--- config.mk ---
export PLATFORM = sky130hd
export DESIGN_NAME = hkvs_ctrl
export DESIGN_NICKNAME = d
export VERILOG_FILES = /design/src/rtl/hkvs_pkg.sv /design/src/rtl/hkvs_ctrl.sv
export SDC_FILE = /design/constraint.sdc
export NUM_CORES = 1
export LEC_CHECK = 0
export ABC_CLOCK_PERIOD_IN_PS = 1100
export BUFFER_PORTS_ARGS = -buffer_cell sky130_fd_sc_hd__buf_2
export CORE_AREA = 2 2 39 41
export DETAILED_ROUTE_END_ITERATION = 8
export DIE_AREA = 0 0 41 43
export PLACE_DENSITY = 0.43
export SLEW_MARGIN = 20
export SYNTH_ARGS = -nofsm -noshare
export SYNTH_HDL_FRONTEND = slang
export SYNTH_SLANG_ARGS = --single-unit
--- constraint.sdc ---
create_clock -name clk -period 1.1 [get_ports clk]
set_input_delay 0.055 -clock clk [delete_from_list [all_inputs] [get_ports clk]]
set_output_delay 0.055 -clock clk [all_outputs]
set_load 0.005 [all_outputs]
--- src/rtl/hkvs_pkg.sv ---
// Package with shared types and constants for the hashed key/value set.
`default_nettype none
package hkvs_pkg;
  localparam int BUCKETS = 64;
  localparam int WAYS = 8;
  localparam int SLOTS = BUCKETS * WAYS;
  localparam int BW = (BUCKETS > 1) ? $clog2(BUCKETS) : 1;
  localparam int WW = (WAYS > 1) ? $clog2(WAYS) : 1;
  localparam int AW = $clog2(SLOTS);
  localparam logic [31:0] HASH_MULT = 32'h61C88647;

  localparam logic [1:0] MODE_ADD = 2'd0;
  localparam logic [1:0] MODE_LOOKUP = 2'd1;
  localparam logic [1:0] MODE_REMOVE = 2'd2;

  localparam logic [1:0] ST_OK = 2'd0;
  localparam logic [1:0] ST_DUP = 2'd1;
  localparam logic [1:0] ST_MISS = 2'd2;
  localparam logic [1:0] ST_FULL = 2'd3;

  typedef enum logic [2:0] {
    S_IDLE, S_MUL, S_MOD, S_SCAN, S_WAIT, S_DONE, S_OUT, S_CLEAR
  } state_t;

  // Controller to datapath commands.
  typedef struct packed {
    logic clear;
    logic load;
    logic mul;
    logic mod_start;
    logic mod_step;
    logic scan_start;
    logic scan_step;
    logic finish;
  } cmd_t;

  // Datapath to controller status.
  typedef struct packed {
    logic clear_last;
    logic mod_done;
    logic scan_last;
  } sts_t;
endpackage
`default_nettype wire

--- src/rtl/hkvs_ctrl.sv ---
// Controller state machine sequencing hash, modulo and bucket scan.
`default_nettype none
module hkvs_ctrl
  import hkvs_pkg::*;
(
  input  wire logic clk,
  input  wire logic rst_n,
  input  wire logic in_valid,
  output logic      in_stall,
  output logic      out_valid,
  input  wire logic out_stall,
  input  wire sts_t sts,
  output cmd_t      cmd
);
  state_t state_r, state_nxt;

  // Next state.
  always_comb begin
    state_nxt = state_r;
    case (state_r)
      S_CLEAR: if (sts.clear_last) state_nxt = S_IDLE;
      S_IDLE: if (in_valid) state_nxt = S_MUL;
      S_MUL:  state_nxt = S_MOD;
      S_MOD:  if (sts.mod_done) state_nxt = S_SCAN;
      S_SCAN: if (sts.scan_last) state_nxt = S_WAIT;
      S_WAIT: state_nxt = S_DONE;
      S_DONE: state_nxt = S_OUT;
      S_OUT:  if (!out_stall) state_nxt = S_IDLE;
      default: state_nxt = S_IDLE;
    endcase
  end

  always_ff @(posedge clk) begin
    if (!rst_n) state_r <= S_CLEAR;
    else state_r <= state_nxt;
  end

  // Outputs.
  always_comb begin
    cmd = '0;
    in_stall = (state_r != S_IDLE);
    out_valid = (state_r == S_OUT);
    case (state_r)
      S_CLEAR: cmd.clear = 1'b1;
      S_IDLE: cmd.load = in_valid;
      S_MUL:  begin cmd.mul = 1'b1; cmd.mod_start = 1'b1; end
      S_MOD:  begin
        cmd.mod_step = 1'b1;
        cmd.scan_start = sts.mod_done;
      end
      S_SCAN: cmd.scan_step = 1'b1;
      S_WAIT: cmd.scan_step = 1'b1;
      S_DONE: cmd.finish = 1'b1;
      default: ;
    endcase
  end
endmodule
`default_nettype wire

==> summary.txt <==
Die height - 43 um
Final Cycle Share - 1.09
Outcome - complete, but fails checks
Dominant cells by area after synthesis - dfxtp_1 (23%), buf_6 (8.6%), nor2_1 (7.2%)
Residual DRC - 0
Clock Path Buffers - 2
GP Congestion - 0.739
Clock Tree Root - clkbuf_4
Largest reg by FF count - state_r
Slew Viols, Final - 0
Antenna Nets Post-Route - 0
GRT overflow - 0
# diodes - 0
Initial Util - 0.189
Final Skew - 4.83 ps
Pin count of the biggest net entering global routing - 8
Final WL - 842 um
Worst path arrival time - 1140 ps
TritonCTS Sinks - 3
Vias per cell - 4.42
YS warnings - 0
Die Area - 1760 sq um
Crit path buf inv count - 1
DP Area - 357 sq um
Number of global-route vias before repair - 310
Hold Vio Cnt, Final - 0
PD cells - 1460 nW/um^2
CTS tree - built
Placement Rows - 14
Total core area - 1380 sq um
Slew margin rel. - 0.847
Hold WC Path Type - input pin to register
Clk pin slew, worst setup/hold paths - 40 ps
Share of the synthesized area in the top cell type - 0.230
Worst-path fanout max - 4
Startpoint Class - register
Leak - 0.275 nW
RSZ-0062 raised after global routing - true
Tot Pwr - 786 uW
Final instance count without filler cells - 81
Largest regs - state_r: 3 flops
H-tree levels - 1
Post-Syn Area - 262 sq um
Worst Path Class, Setup - register to output pin
Setup_tns - -518 ps
Min Tclk post-route - 1190 ps
Post-Layout Inst Area - 538 sq um
Final Setup Violations - 9
Number of synthesized flops with an enable pin - 0
First-pass detailed-route iteration total - 4
Placed insts - 69
Fin nets - 73
DR vias - 358
Slew at the pin with the worst max-slew slack - 224 ps
Routed WL per cell - 10.4 um
Mapped Nets - 44
Failing checks - negative setup slack
Ys flop type - dfxtp_1
Ports - 17
Clk_lat worst skew - 240 ps
Largest area contributor in the netlist - dfxtp_1
Die extent in x - 41 um
Met1 Use GR - 0.116
Peak supply drop - 0.345 mV
Post-synth top cells - nor2_1 (5), dfxtp_1 (3), nand2_1 (3), nand3_1 (3), o21ai_0 (3)
GRT met2 Usage - 0.153
Max reg flops - 3
DR iter-0 viols - 2
Max Freq - 837 MHz
Sequential share of the synthesized area - 0.230
Met3 Use GR - 0
Grt peak-use layer - met2
Initial antenna violation count - 0
Crit path capture type - output pin
Post-Synthesis Cells - 37
Post-DP HPWL - 493 um
CP Cell Sequence - or3_4 -> nor2_2 -> buf_2
Max-cap violations - 0
Synth unique cells - 21
Dpl ws - 69.8 ps
Max stage delay cell, worst path - or3_4
Syn_area_per_cell - 7.07 sq um
CP top delay family - simple AND/OR/NAND/NOR gates
IO buf count - 16
Top-count cell post-synth - nor2_1
Layout area overhead - 106%
CTS Buf Count - 3
First-pass GRT wire length - 1.19 mm
Share of layout cells above drive strength 1 - 0.708
# hold bufs at CTS - 0
Setup ws final - -94.5 ps
#FFs+latches synth - 3
CP Data Required Time - 1040 ps
Total track usage - 0.0974
Ys async rst share - 0
CP max stage delay - 380 ps
[per-layer routing]
layer  vias to the layer above  part of all wire
li1                        182                 -
met5                         -                 0
met1                       163              0.39
met2                        11              0.55
met3                         2             0.038
met4                         0             0.017
[power by group]
group          internal, mW  total [mW]  switching [mW]
clock                 0.136       0.196          0.0597
sequential            0.137       0.164          0.0264
combinational         0.240       0.426           0.187
[path summary, 6_finish.rpt]
kind / startpoint / slack, ps / endpoint / depth (start not counted)
worst min register to register: state_r[1]$_SDFFE_PN1P_ / 630 / state_r[0]$_SDFFE_PN1P_ / 2
worst max-delay path: state_r[2]$_SDFFE_PN1P_ / -90 / cmd[6] / 3
worst min-delay path: rst_n / 20 / state_r[2]$_SDFFE_PN1P_ / 2
worst max register to register: state_r[1]$_SDFFE_PN1P_ / 20 / state_r[0]$_SDFFE_PN1P_ / 5
[cell usage in the layout (no fill, tap or decap), types with 2 or more instances in the layout]
master    Yosys  layout
nor2b_1       2       2
clkbuf_4      0       3
inv_1         2       2
dfxtp_4       0       3
nand3_1       3       3
nand2_4       0       2
nor2_2        0       4
o21ai_0       3       3
buf_4         1       9
buf_2         1      16
[cell type report]
cell class | count | area, sq um
repair buffers | 28 | 194
fillers | 150 | 846
clock buffers | 4 | 26.3
flip-flops and latches | 3 | 71.3
multi-input cells | 28 | 219
inverters | 2 | 7.51
well taps | 16 | 20.0
[logic make-up (layout without fill, tap and decap cells)]
logic type	count (synthesis)	in the layout	share of synthesized area
AOI/OAI and AO/OA	8	8	0.182
buffers and inverters	6	34	0.163
DFF	3	3	0.230
muxes	1	1	0.0383
and+or+nand+nor	19	19	0.388
[metrics by stage]
step | hold WS (ps) | utilization
floorplan | 127 | -
global placement | 263 | 0.258
detailed placement | 266 | 0.258
CTS | 15.9 | 0.335
global route | 22.7 | 0.389
finish | 24.8 | 0.389
[repair_timing]
| item | 4_1_cts | 5_1_grt |
|---|---|---|
| pin swaps | 2 | 2 |
| cloned | 0 | 0 |
| setup buffers | 5 | 3 |
| resized for setup | 9 | 14 |
| setup endpoints to repair | 10 | 10 |
(Power assumes the default switching activity.)
